**config.mk**
```make
export PLATFORM = sky130hd
export DESIGN_NAME = brush_stamp_tile_binner_unit
export DESIGN_NICKNAME = d
export VERILOG_FILES = /design/src/rtl/core/bstb_pkg.sv /design/src/rtl/core/brush_stamp_tile_binner_unit.sv /design/src/rtl/core/bstb_datapath.sv /design/src/rtl/core/bstb_ctrl.sv
export SDC_FILE = /design/constraint.sdc
export NUM_CORES = 2
export LEC_CHECK = 0
export ABC_AREA = 1
export ABC_CLOCK_PERIOD_IN_PS = 7880
export BUFFER_PORTS_ARGS = -buffer_cell sky130_fd_sc_hd__buf_2
export CORE_MARGIN = 1
export CORE_UTILIZATION = 25
export CTS_CLUSTER_DIAMETER = 30
export DETAILED_ROUTE_END_ITERATION = 10
export PLACE_DENSITY = 0.4
export SYNTH_ARGS = -nofsm -noshare
export SYNTH_HDL_FRONTEND = slang
export SYNTH_SLANG_ARGS = --single-unit
```
**constraint.sdc**
```tcl
create_clock -name clk -period 7.88 [get_ports clk]
set_input_delay 0.788 -clock clk [delete_from_list [all_inputs] [get_ports clk]]
set_output_delay 0.788 -clock clk [all_outputs]
set_load 0.05 [all_outputs]
```
**src/rtl/core/bstb_pkg.sv**
```systemverilog
// Package for the brush stamp tile binner: constants, types, controller states.
// No dependencies.
package bstb_pkg;

    localparam int TILE_SIZE = 64;
    localparam int TILE_SHIFT = $clog2(TILE_SIZE);
    localparam int MAX_SPAN = 7;
    localparam int MAX_RES = 8192;
    localparam int SPAN_W = $clog2(MAX_SPAN + 1);

    localparam int RES_W = 14;
    localparam int CTR_W = 20;
    localparam int RAD_W = 16;
    localparam int PIX_W = 18;
    localparam int TILE_W = 7;
    localparam int IDX_W = 16;
    localparam int TCNT_W = RES_W;
    localparam int PROD_W = CTR_W + RES_W + 1;
    localparam int Q_W = PROD_W + 2;
    localparam int TIDX_W = Q_W - 16 - TILE_SHIFT + 1;
    localparam int MODC_W = $clog2(TIDX_W + 1);

    localparam logic [1:0] REG_STROKE = 2'd0;
    localparam logic [1:0] REG_RES_X = 2'd1;
    localparam logic [1:0] REG_RES_Y = 2'd2;

    localparam logic KIND_TILE = 1'b0;
    localparam logic KIND_DIRTY = 1'b1;

    typedef enum logic [2:0] {
        ST_IDLE,
        ST_MUL,
        ST_BOX,
        ST_TILE,
        ST_MOD,
        ST_WALK,
        ST_DIRTY
    } state_t;

    typedef struct packed {
        logic load;
        logic mul;
        logic box;
        logic tile;
        logic mod;
        logic step;
        logic emit_tile;
        logic emit_dirty;
    } cmd_t;

    typedef struct packed {
        logic hit;
        logic last_tile;
        logic mod_done;
    } sts_t;

endpackage

```
**src/rtl/core/brush_stamp_tile_binner_unit.sv**
```systemverilog
// Top level of the brush stamp tile binner: config registers, sample counter,
// controller and datapath. Depends on bstb_pkg, bstb_ctrl, bstb_datapath.
// Sequence: accept, setup states (multiply, pixel box, tile range), start tile
// remainder, then one visited tile per cycle (up to 49) while the output is not
// stalled, and the dirty record; next item taken once the dirty record is issued.
// Reset: asynchronous active low clears config, counter and controller.
module brush_stamp_tile_binner_unit
(
    input  logic                              clk,
    input  logic                              rst_n,
    input  logic                              cfg_we,
    input  logic [1:0]                        cfg_index,
    input  logic [bstb_pkg::RES_W-1:0]        cfg_data,
    input  logic                              in_valid,
    output logic                              in_stall,
    input  logic signed [bstb_pkg::CTR_W-1:0] center_u,
    input  logic signed [bstb_pkg::CTR_W-1:0] center_v,
    input  logic [bstb_pkg::RAD_W-1:0]        radius_uv,
    input  logic                              wrap_mode,
    output logic                              out_valid,
    input  logic                              out_stall,
    output logic                              result_kind,
    output logic [bstb_pkg::TILE_W-1:0]       tile_col,
    output logic [bstb_pkg::TILE_W-1:0]       tile_row,
    output logic [bstb_pkg::IDX_W-1:0]        stamp_index,
    output logic signed [bstb_pkg::PIX_W-1:0] dirty_min_x,
    output logic signed [bstb_pkg::PIX_W-1:0] dirty_min_y,
    output logic signed [bstb_pkg::PIX_W-1:0] dirty_max_x,
    output logic signed [bstb_pkg::PIX_W-1:0] dirty_max_y,
    output logic                              span_truncated,
    output logic                              last_of_run
);
    import bstb_pkg::*;

    logic stroke_reg;
    logic [RES_W-1:0] resx_reg, resy_reg;
    logic [IDX_W-1:0] count_reg;
    logic active;
    cmd_t cmd;
    sts_t sts;

    assign active = stroke_reg && (resx_reg != '0) && (resy_reg != '0);

    always_ff @(posedge clk or negedge rst_n)
    begin
        if (!rst_n)
        begin
            stroke_reg <= 1'b0;
            resx_reg <= '0;
            resy_reg <= '0;
            count_reg <= '0;
        end
        else
        begin
            if (cfg_we)
            begin
                case (cfg_index)
                    REG_STROKE:
                    begin
                        stroke_reg <= cfg_data[0];
                        count_reg <= '0;
                    end
                    REG_RES_X: resx_reg <= cfg_data;
                    REG_RES_Y: resy_reg <= cfg_data;
                    default: ;
                endcase
            end
            if (cmd.load && active && count_reg != '1)
                count_reg <= count_reg + IDX_W'(1);
        end
    end

    bstb_ctrl u_ctrl
    (
        .clk       (clk),
        .rst_n     (rst_n),
        .in_valid  (in_valid),
        .in_stall  (in_stall),
        .active    (active),
        .out_valid (out_valid),
        .out_stall (out_stall),
        .cmd       (cmd),
        .sts       (sts)
    );

    bstb_datapath u_dp
    (
        .clk            (clk),
        .cmd            (cmd),
        .sts            (sts),
        .center_u       (center_u),
        .center_v       (center_v),
        .radius_uv      (radius_uv),
        .wrap_mode      (wrap_mode),
        .res_x          (resx_reg),
        .res_y          (resy_reg),
        .index_in       (count_reg),
        .result_kind    (result_kind),
        .tile_col       (tile_col),
        .tile_row       (tile_row),
        .stamp_index    (stamp_index),
        .dirty_min_x    (dirty_min_x),
        .dirty_min_y    (dirty_min_y),
        .dirty_max_x    (dirty_max_x),
        .dirty_max_y    (dirty_max_y),
        .span_truncated (span_truncated),
        .last_of_run    (last_of_run)
    );

endmodule

```
**src/rtl/core/bstb_datapath.sv**
```systemverilog
// Datapath: scaling multiplies, pixel box, tile range, start-tile remainder,
// tile walk, output records. Depends on bstb_pkg.
module bstb_datapath
(
    input  logic                              clk,
    input  bstb_pkg::cmd_t                    cmd,
    output bstb_pkg::sts_t                    sts,
    input  logic signed [bstb_pkg::CTR_W-1:0] center_u,
    input  logic signed [bstb_pkg::CTR_W-1:0] center_v,
    input  logic [bstb_pkg::RAD_W-1:0]        radius_uv,
    input  logic                              wrap_mode,
    input  logic [bstb_pkg::RES_W-1:0]        res_x,
    input  logic [bstb_pkg::RES_W-1:0]        res_y,
    input  logic [bstb_pkg::IDX_W-1:0]        index_in,
    output logic                              result_kind,
    output logic [bstb_pkg::TILE_W-1:0]       tile_col,
    output logic [bstb_pkg::TILE_W-1:0]       tile_row,
    output logic [bstb_pkg::IDX_W-1:0]        stamp_index,
    output logic signed [bstb_pkg::PIX_W-1:0] dirty_min_x,
    output logic signed [bstb_pkg::PIX_W-1:0] dirty_min_y,
    output logic signed [bstb_pkg::PIX_W-1:0] dirty_max_x,
    output logic signed [bstb_pkg::PIX_W-1:0] dirty_max_y,
    output logic                              span_truncated,
    output logic                              last_of_run
);
    import bstb_pkg::*;

    logic signed [CTR_W-1:0] cu_reg, cv_reg;
    logic [RAD_W-1:0] rad_reg;
    logic wrap_reg;
    logic [RES_W-1:0] rx_reg, ry_reg;
    logic [IDX_W-1:0] idx_reg;
    logic signed [PROD_W-1:0] cx_reg, cy_reg, rpx_reg, rpy_reg;
    logic signed [Q_W-17:0] minx_reg, maxx_reg, miny_reg, maxy_reg;
    logic signed [TIDX_W-1:0] tx0_reg, tx_reg, ty_reg;
    logic [SPAN_W-1:0] cntx_reg, cnty_reg, cntx0_reg;
    logic trunc_reg;
    logic [TCNT_W-1:0] tcx_reg, tcy_reg;

    logic [RES_W-1:0] rxc, ryc;
    logic signed [PROD_W-1:0] rpx_c, rpy_c;
    logic signed [Q_W-1:0] lox, hix, loy, hiy;
    logic signed [Q_W-17:0] minx_c, maxx_c, miny_c, maxy_c;
    logic signed [TIDX_W-1:0] mtx, xtx, mty, xty;
    logic signed [TIDX_W:0] spx, spy;
    logic truncx, truncy;
    logic in_x, in_y;

    logic [TIDX_W-1:0] dvx_reg, dvy_reg;
    logic [TCNT_W-1:0] remx_reg, remy_reg;
    logic [TCNT_W-1:0] remx_next, remy_next;
    logic [TCNT_W:0] shx, shy;
    logic negx_reg, negy_reg;
    logic [MODC_W-1:0] modc_reg;

    localparam logic signed [PROD_W-1:0] ONE = PROD_W'(65536);

    assign rxc = (res_x > RES_W'(MAX_RES)) ? RES_W'(MAX_RES) : res_x;
    assign ryc = (res_y > RES_W'(MAX_RES)) ? RES_W'(MAX_RES) : res_y;
    assign rpx_c = (rpx_reg < ONE) ? ONE : rpx_reg;
    assign rpy_c = (rpy_reg < ONE) ? ONE : rpy_reg;
    assign lox = Q_W'(cx_reg) - Q_W'(rpx_c) - Q_W'(ONE);
    assign hix = Q_W'(cx_reg) + Q_W'(rpx_c) + Q_W'(ONE) + Q_W'(65535);
    assign loy = Q_W'(cy_reg) - Q_W'(rpy_c) - Q_W'(ONE);
    assign hiy = Q_W'(cy_reg) + Q_W'(rpy_c) + Q_W'(ONE) + Q_W'(65535);
    assign minx_c = lox[Q_W-1:16];
    assign maxx_c = hix[Q_W-1:16];
    assign miny_c = loy[Q_W-1:16];
    assign maxy_c = hiy[Q_W-1:16];

    assign mtx = TIDX_W'(minx_reg >>> TILE_SHIFT);
    assign xtx = TIDX_W'(maxx_reg >>> TILE_SHIFT);
    assign mty = TIDX_W'(miny_reg >>> TILE_SHIFT);
    assign xty = TIDX_W'(maxy_reg >>> TILE_SHIFT);
    assign spx = (TIDX_W+1)'(xtx) - (TIDX_W+1)'(mtx);
    assign spy = (TIDX_W+1)'(xty) - (TIDX_W+1)'(mty);
    assign truncx = spx > (TIDX_W+1)'(MAX_SPAN - 1);
    assign truncy = spy > (TIDX_W+1)'(MAX_SPAN - 1);

    // wrap by one compare step per tile move; start index wrapped by the remainder unit
    assign in_x = (tx_reg >= 0) && ((TIDX_W+2)'(tx_reg) < (TIDX_W+2)'($signed({1'b0, tcx_reg})));
    assign in_y = (ty_reg >= 0) && ((TIDX_W+2)'(ty_reg) < (TIDX_W+2)'($signed({1'b0, tcy_reg})));
    assign sts.hit = wrap_reg || (in_x && in_y);
    assign sts.last_tile = (cntx_reg == SPAN_W'(1)) && (cnty_reg == SPAN_W'(1));
    assign sts.mod_done = (modc_reg == '0);

    logic [TCNT_W-1:0] wx0, wy0;
    logic [TCNT_W-1:0] colw_reg, roww_reg, colw0_reg;
    logic signed [PIX_W+1:0] dx0, dy0, dx1, dy1;

    // restoring remainder of the start tile magnitude, one dividend bit per cycle
    assign shx = {remx_reg, dvx_reg[TIDX_W-1]};
    assign shy = {remy_reg, dvy_reg[TIDX_W-1]};
    assign remx_next = (shx >= {1'b0, tcx_reg}) ? TCNT_W'(shx - {1'b0, tcx_reg}) : TCNT_W'(shx);
    assign remy_next = (shy >= {1'b0, tcy_reg}) ? TCNT_W'(shy - {1'b0, tcy_reg}) : TCNT_W'(shy);
    assign wx0 = (negx_reg && (remx_reg != '0)) ? tcx_reg - remx_reg : remx_reg;
    assign wy0 = (negy_reg && (remy_reg != '0)) ? tcy_reg - remy_reg : remy_reg;

    always_ff @(posedge clk)
    begin
        if (cmd.load)
        begin
            cu_reg <= center_u;
            cv_reg <= center_v;
            rad_reg <= radius_uv;
            wrap_reg <= wrap_mode;
            rx_reg <= rxc;
            ry_reg <= ryc;
            idx_reg <= index_in;
        end
        if (cmd.mul)
        begin
            cx_reg <= PROD_W'(cu_reg) * $signed({1'b0, rx_reg});
            cy_reg <= PROD_W'(cv_reg) * $signed({1'b0, ry_reg});
            rpx_reg <= $signed(PROD_W'(rad_reg)) * $signed({1'b0, rx_reg});
            rpy_reg <= $signed(PROD_W'(rad_reg)) * $signed({1'b0, ry_reg});
            tcx_reg <= TCNT_W'((rx_reg + RES_W'(TILE_SIZE - 1)) >> TILE_SHIFT);
            tcy_reg <= TCNT_W'((ry_reg + RES_W'(TILE_SIZE - 1)) >> TILE_SHIFT);
        end
        if (cmd.box)
        begin
            minx_reg <= minx_c;
            maxx_reg <= maxx_c;
            miny_reg <= miny_c;
            maxy_reg <= maxy_c;
        end
        if (cmd.tile)
        begin
            tx0_reg <= mtx;
            tx_reg <= mtx;
            ty_reg <= mty;
            cntx_reg <= truncx ? SPAN_W'(MAX_SPAN) : SPAN_W'(spx + 1);
            cnty_reg <= truncy ? SPAN_W'(MAX_SPAN) : SPAN_W'(spy + 1);
            cntx0_reg <= truncx ? SPAN_W'(MAX_SPAN) : SPAN_W'(spx + 1);
            trunc_reg <= truncx || truncy;
            negx_reg <= mtx[TIDX_W-1];
            negy_reg <= mty[TIDX_W-1];
            dvx_reg <= mtx[TIDX_W-1] ? TIDX_W'(-mtx) : TIDX_W'(mtx);
            dvy_reg <= mty[TIDX_W-1] ? TIDX_W'(-mty) : TIDX_W'(mty);
            remx_reg <= '0;
            remy_reg <= '0;
            modc_reg <= MODC_W'(TIDX_W);
        end
        else if (cmd.mod)
        begin
            if (modc_reg == '0)
            begin
                colw0_reg <= wx0;
                colw_reg <= wx0;
                roww_reg <= wy0;
            end
            else
            begin
                remx_reg <= remx_next;
                remy_reg <= remy_next;
                dvx_reg <= dvx_reg << 1;
                dvy_reg <= dvy_reg << 1;
                modc_reg <= modc_reg - MODC_W'(1);
            end
        end
        else if (cmd.step)
        begin
            if (cntx_reg == SPAN_W'(1))
            begin
                tx_reg <= tx0_reg;
                cntx_reg <= cntx0_reg;
                colw_reg <= colw0_reg;
                ty_reg <= ty_reg + TIDX_W'(1);
                cnty_reg <= cnty_reg - SPAN_W'(1);
                roww_reg <= (roww_reg + TCNT_W'(1) == tcy_reg) ? '0 : roww_reg + TCNT_W'(1);
            end
            else
            begin
                tx_reg <= tx_reg + TIDX_W'(1);
                cntx_reg <= cntx_reg - SPAN_W'(1);
                colw_reg <= (colw_reg + TCNT_W'(1) == tcx_reg) ? '0 : colw_reg + TCNT_W'(1);
            end
        end
    end

    always_comb
    begin
        dx0 = (PIX_W+2)'(minx_reg);
        dy0 = (PIX_W+2)'(miny_reg);
        dx1 = (PIX_W+2)'(maxx_reg) + (PIX_W+2)'(1);
        dy1 = (PIX_W+2)'(maxy_reg) + (PIX_W+2)'(1);
        if (!wrap_reg)
        begin
            dx0 = (dx0 < 0) ? '0 : ((dx0 > $signed((PIX_W+2)'(rx_reg))) ? (PIX_W+2)'(rx_reg) : dx0);
            dy0 = (dy0 < 0) ? '0 : ((dy0 > $signed((PIX_W+2)'(ry_reg))) ? (PIX_W+2)'(ry_reg) : dy0);
            dx1 = (dx1 < 0) ? '0 : ((dx1 > $signed((PIX_W+2)'(rx_reg))) ? (PIX_W+2)'(rx_reg) : dx1);
            dy1 = (dy1 < 0) ? '0 : ((dy1 > $signed((PIX_W+2)'(ry_reg))) ? (PIX_W+2)'(ry_reg) : dy1);
        end
    end

    always_ff @(posedge clk)
    begin
        if (cmd.emit_tile || cmd.emit_dirty)
        begin
            result_kind <= cmd.emit_dirty ? KIND_DIRTY : KIND_TILE;
            stamp_index <= idx_reg;
            span_truncated <= trunc_reg;
            last_of_run <= cmd.emit_dirty;
            tile_col <= cmd.emit_dirty ? '0
                      : (wrap_reg ? TILE_W'(colw_reg) : TILE_W'(tx_reg));
            tile_row <= cmd.emit_dirty ? '0
                      : (wrap_reg ? TILE_W'(roww_reg) : TILE_W'(ty_reg));
            dirty_min_x <= cmd.emit_dirty ? PIX_W'(dx0) : '0;
            dirty_min_y <= cmd.emit_dirty ? PIX_W'(dy0) : '0;
            dirty_max_x <= cmd.emit_dirty ? PIX_W'(dx1) : '0;
            dirty_max_y <= cmd.emit_dirty ? PIX_W'(dy1) : '0;
        end
    end

endmodule

```
**src/rtl/core/bstb_ctrl.sv**
```systemverilog
// Controller state machine: sequences setup, tile walk and dirty record.
// Depends on bstb_pkg.
module bstb_ctrl
(
    input  logic           clk,
    input  logic           rst_n,
    input  logic           in_valid,
    output logic           in_stall,
    input  logic           active,
    output logic           out_valid,
    input  logic           out_stall,
    output bstb_pkg::cmd_t cmd,
    input  bstb_pkg::sts_t sts
);
    import bstb_pkg::*;

    state_t state_reg, state_next;
    logic ov_reg, ov_next;
    logic free;

    assign free = !ov_reg || !out_stall;
    assign out_valid = ov_reg;
    assign in_stall = (state_reg != ST_IDLE);

    always_comb
    begin
        state_next = state_reg;
        case (state_reg)
            ST_IDLE:  if (in_valid && active) state_next = ST_MUL;
            ST_MUL:   state_next = ST_BOX;
            ST_BOX:   state_next = ST_TILE;
            ST_TILE:  state_next = ST_MOD;
            ST_MOD:   if (sts.mod_done) state_next = ST_WALK;
            ST_WALK:
                if (free && sts.last_tile)
                    state_next = ST_DIRTY;
            ST_DIRTY: if (free) state_next = ST_IDLE;
            default:  state_next = ST_IDLE;
        endcase
    end

    always_comb
    begin
        cmd = '0;
        ov_next = ov_reg && out_stall;
        case (state_reg)
            ST_IDLE:  cmd.load = in_valid;
            ST_MUL:   cmd.mul = 1'b1;
            ST_BOX:   cmd.box = 1'b1;
            ST_TILE:  cmd.tile = 1'b1;
            ST_MOD:   cmd.mod = 1'b1;
            ST_WALK:
                if (free)
                begin
                    cmd.step = 1'b1;
                    cmd.emit_tile = sts.hit;
                    ov_next = sts.hit;
                end
            ST_DIRTY:
                if (free)
                begin
                    cmd.emit_dirty = 1'b1;
                    ov_next = 1'b1;
                end
            default: cmd = '0;
        endcase
    end

    always_ff @(posedge clk or negedge rst_n)
    begin
        if (!rst_n)
        begin
            state_reg <= ST_IDLE;
            ov_reg <= 1'b0;
        end
        else
        begin
            state_reg <= state_next;
            ov_reg <= ov_next;
        end
    end

`ifndef ASSERT_OFF
    a_hold: assert property (@(posedge clk) disable iff (!rst_n)
        ov_reg && out_stall |=> ov_reg)
        else $error("item dropped under stall");
    a_emit: assert property (@(posedge clk) disable iff (!rst_n)
        (cmd.emit_tile || cmd.emit_dirty) |-> free)
        else $error("emit while output busy");
    a_dirty: assert property (@(posedge clk) disable iff (!rst_n)
        state_reg == ST_DIRTY && free |=> state_reg == ST_IDLE && ov_reg)
        else $error("dirty record missing");
`endif

endmodule

```
==> impl_results.md <==
- Largest net degree at the start of global routing: between 80 and 90
- CTS hold repair buffers: 0
- Initial core utilization: about 25%
- Critical path class: flop to flop
- CP endpoint kind: flop
- Initial DRT Pass Iterations: 6
- Slew margin rel.: a little under a quarter
- All-layer global routing usage: between 10% and 20%
- Number of global-route vias before repair: about 69000
- Initial DRC count: roughly 4800
- Reg-to-Reg Start: u_dp.ry_reg[5]
- Worst R2R Path Depth: 22
- Die Ht: ~570 um
- Final GP Congestion: about 0.92
- Top post-synthesis cells by area: fa_1, edfxtp_1, nand2_1, inv_1, ha_1
- H-tree levels: 4
- CP startpoint kind: flop
- Max cap viols: 0
- Cell taking the most area after synthesis: fa_1
- Port-buffer cells: approximately 180
- CTS buffer count: between 150 and 200
- Cell area after synthesis: 79900 um^2
- Count of final setup violators: 0
- Overflow after GRT: 0
- Peak Freq: approximately 150 MHz
- Final Hold Fails: 0
- Average cell area after synthesis: just under 8 um^2
- CTS Buffer Depth: 4
- Root buffer cell: clkbuf_16
- Post-synth EDFFs: 567
- Synthesized instance count: roughly 10000
- HP Class: primary input to asynchronous set/reset pin
- DRC Markers: 0
- Worst-path clk slew: roughly 50 ps
- Final wirelength: roughly 280000 um
- Post-CTS Setup Bufs: 0
- Reg2Reg Setup Slack: around 1100 ps
- Post-synthesis sequential area ratio: around a quarter
- CP startpoint: u_dp.ry_reg[5]
- Area of the die: about 320000 um^2
- Layout cell share with drive strength beyond 1: under 10%
- DR vias/cell: ~4.5
- Post-cts sizing count: 0
- First-pass GRT wire length: 429000 um
- Top-area cell type share of the netlist area: 21.8%
- Final ANT Viol Nets: 0
- Layout net count: about 12000
- CTS tree: yes
- Average wire per standard cell: approximately 19 um
- Row count: 207
- Max Transition Viols Final: 0
- Post-Syn Nets: between 10000 and 15000
- Clk_lat worst skew: roughly 840 ps
- Synth cell types: between 60 and 70
- Initial antenna violation count: 24
- Worst Path Arrival: around 7400 ps
- Area delta synth->final: 16.0%
- Core ar.: between 300000 and 400000 um^2
- Period minus WS final: between 6000 and 7000 ps
- I/O pin cnt: ~190
- Period utilization: 86.4%
- Die width: between 500 and 600 um
- Asr flop ratio synth: 7.55%
- Clk_skew: 82.1 ps
- Outcome: complete, no violations
- Setup TNS: 0 ps
- HPWL Detailed: ~230000 um
- Number of warnings issued by yosys: 0
- Worst-margin pin slew: 1160 ps
- Primary FF master, synth: edfxtp_1
- RSZ-0062 raised after global routing: false
- End of the worst register-to-register path: u_dp.cy_reg[29]
- Synth Register Bits: roughly 650
- Crit path max fanout: 22
- DR vias: around 67000
- Worst endpoint required time: 8460 ps
- Clk sinks: between 600 and 700
## worst max-delay path: stages, from the launching register on
cell and delay [ps]:
edfxtp_1 980, nand2_1 180, fa_1 580, inv_1 50, fa_1 500, fa_1 520, inv_1 50, fa_1 460
fa_1 540, inv_1 60, fa_1 480, ha_1 380, a21oi_1 290, o21ai_0 150, nand2_1 80, nand2_1 50
a31oi_1 400, o21ai_0 240, nand2_1 130, o21ai_0 140, nand2_1 90, nand2_1 60, xor2_1 160
## Yosys cell counts (18+ instances only)
library cell	instances
nor2_2	36
buf_2	26
a21oi_1	445
buf_1	82
nor2_1	673
nor3_1	119
nand2_1	2554
o21ai_0	434
clkbuf_1	222
nand3_1	395
a31oi_1	45
inv_1	2193
nand4_1	124
ha_1	642
nand2_2	22
dfxtp_1	33
nor4_1	31
fa_1	870
o21a_1	23
edfxtp_1	567
inv_2	19
xor2_1	233
o211ai_1	53
o21ai_1	18
a21o_1	24
dfrtp_1	49
o21bai_1	39
xnor2_1	103
## per-stage QoR
| step | setup WS (ps) | instance area [um^2] | hold WS [ps] | instances | util (%) |
|---|---|---|---|---|---|
| finish | 1070 | 92700 | 98.7 | 14713 | 29.1 |
| CTS | 1040 | 92600 | 31.2 | 14703 | 29.1 |
| floorplan | 638 | 79900 | 400 | 10219 | - |
| global placement | 1120 | 85700 | 405 | 14346 | 26.9 |
| detailed placement | 1020 | 85700 | 408 | 14346 | 26.9 |
| global route | 752 | 92600 | 67.3 | 14704 | 29.1 |
## layout make-up
class	instances	area, um^2
Tap cell	4180	5230
Clock inverter	143	1990
Multi-Input combinational cell	7011	51400
Clock buffer	214	4980
Inverter	2218	8330
Fill cell	34249	225000
Sequential cell	649	18900
Timing Repair Buffer	288	1840
Antenna cell	10	25.0
## logic make-up after synthesis
logic type | share of synthesized area [%]
AOI/OAI and AO/OA | 7.98
xor gates and xnor gates | 3.72
adders and majority gates | 31.8
buffers and inverters | 12.1
DFF | 23.7
muxes | 0.0266
and+or+nand+nor | 20.6
## cell usage in the layout (no fill, tap or decap), drive strengths merged, types with 4 or more instances in the layout
| cell | n |
|---|---|
| nand3b | 12 |
| o21bai | 39 |
| nand4 | 124 |
| a21boi | 12 |
| bufinv | 39 |
| edfxtp | 567 |
| and2 | 9 |
| fa | 870 |
| diode | 10 |
| inv | 2219 |
| a21o | 24 |
| nand2 | 2577 |
| xor2 | 234 |
| o31ai | 9 |
| nor2 | 717 |
| a211oi | 10 |
| o311ai | 5 |
| buf | 288 |
| dfrtp | 49 |
| dfxtp | 33 |
| clkbuf | 214 |
| nand3 | 408 |
| o21a | 23 |
| clkinvlp | 26 |
| a221oi | 4 |
| clkinv | 77 |
| nor3 | 121 |
| a31oi | 45 |
| o21ai | 452 |
| o22ai | 8 |
| a22oi | 4 |
| o221ai | 5 |
| o211ai | 53 |
| xnor2 | 104 |
| ha | 642 |
| a21oi | 449 |
| a32oi | 4 |
| nor4 | 31 |
## per-layer routing
| layer | global-route usage [%] | vias to the layer above | part of all wire [%] |
|---|---|---|---|
| met5 | 0 | - | 0.025 |
| met4 | 3.29 | 12 | 1.6 |
| met3 | 2.12 | 294 | 4.7 |
| met2 | 27.3 | 1544 | 44 |
| met1 | 25.3 | 32638 | 50 |
| li1 | - | 32072 | - |
## how the worst max path moves through the flow
stage,end,slack [ps],cells past startpoint
after detailed placement,u_dp.cy_reg[34],1020,19
final,u_dp.cy_reg[29],1070,22
after global placement,u_dp.rpy_reg[25],1120,26
after global routing,u_dp.cx_reg[33],750,24
after floorplan,u_dp.cx_reg[0],640,3
after CTS,u_dp.cy_reg[34],1040,19
Power is not shown: default switching activity piles up to over one toggle a cycle in this logic, so the estimate is an artifact.
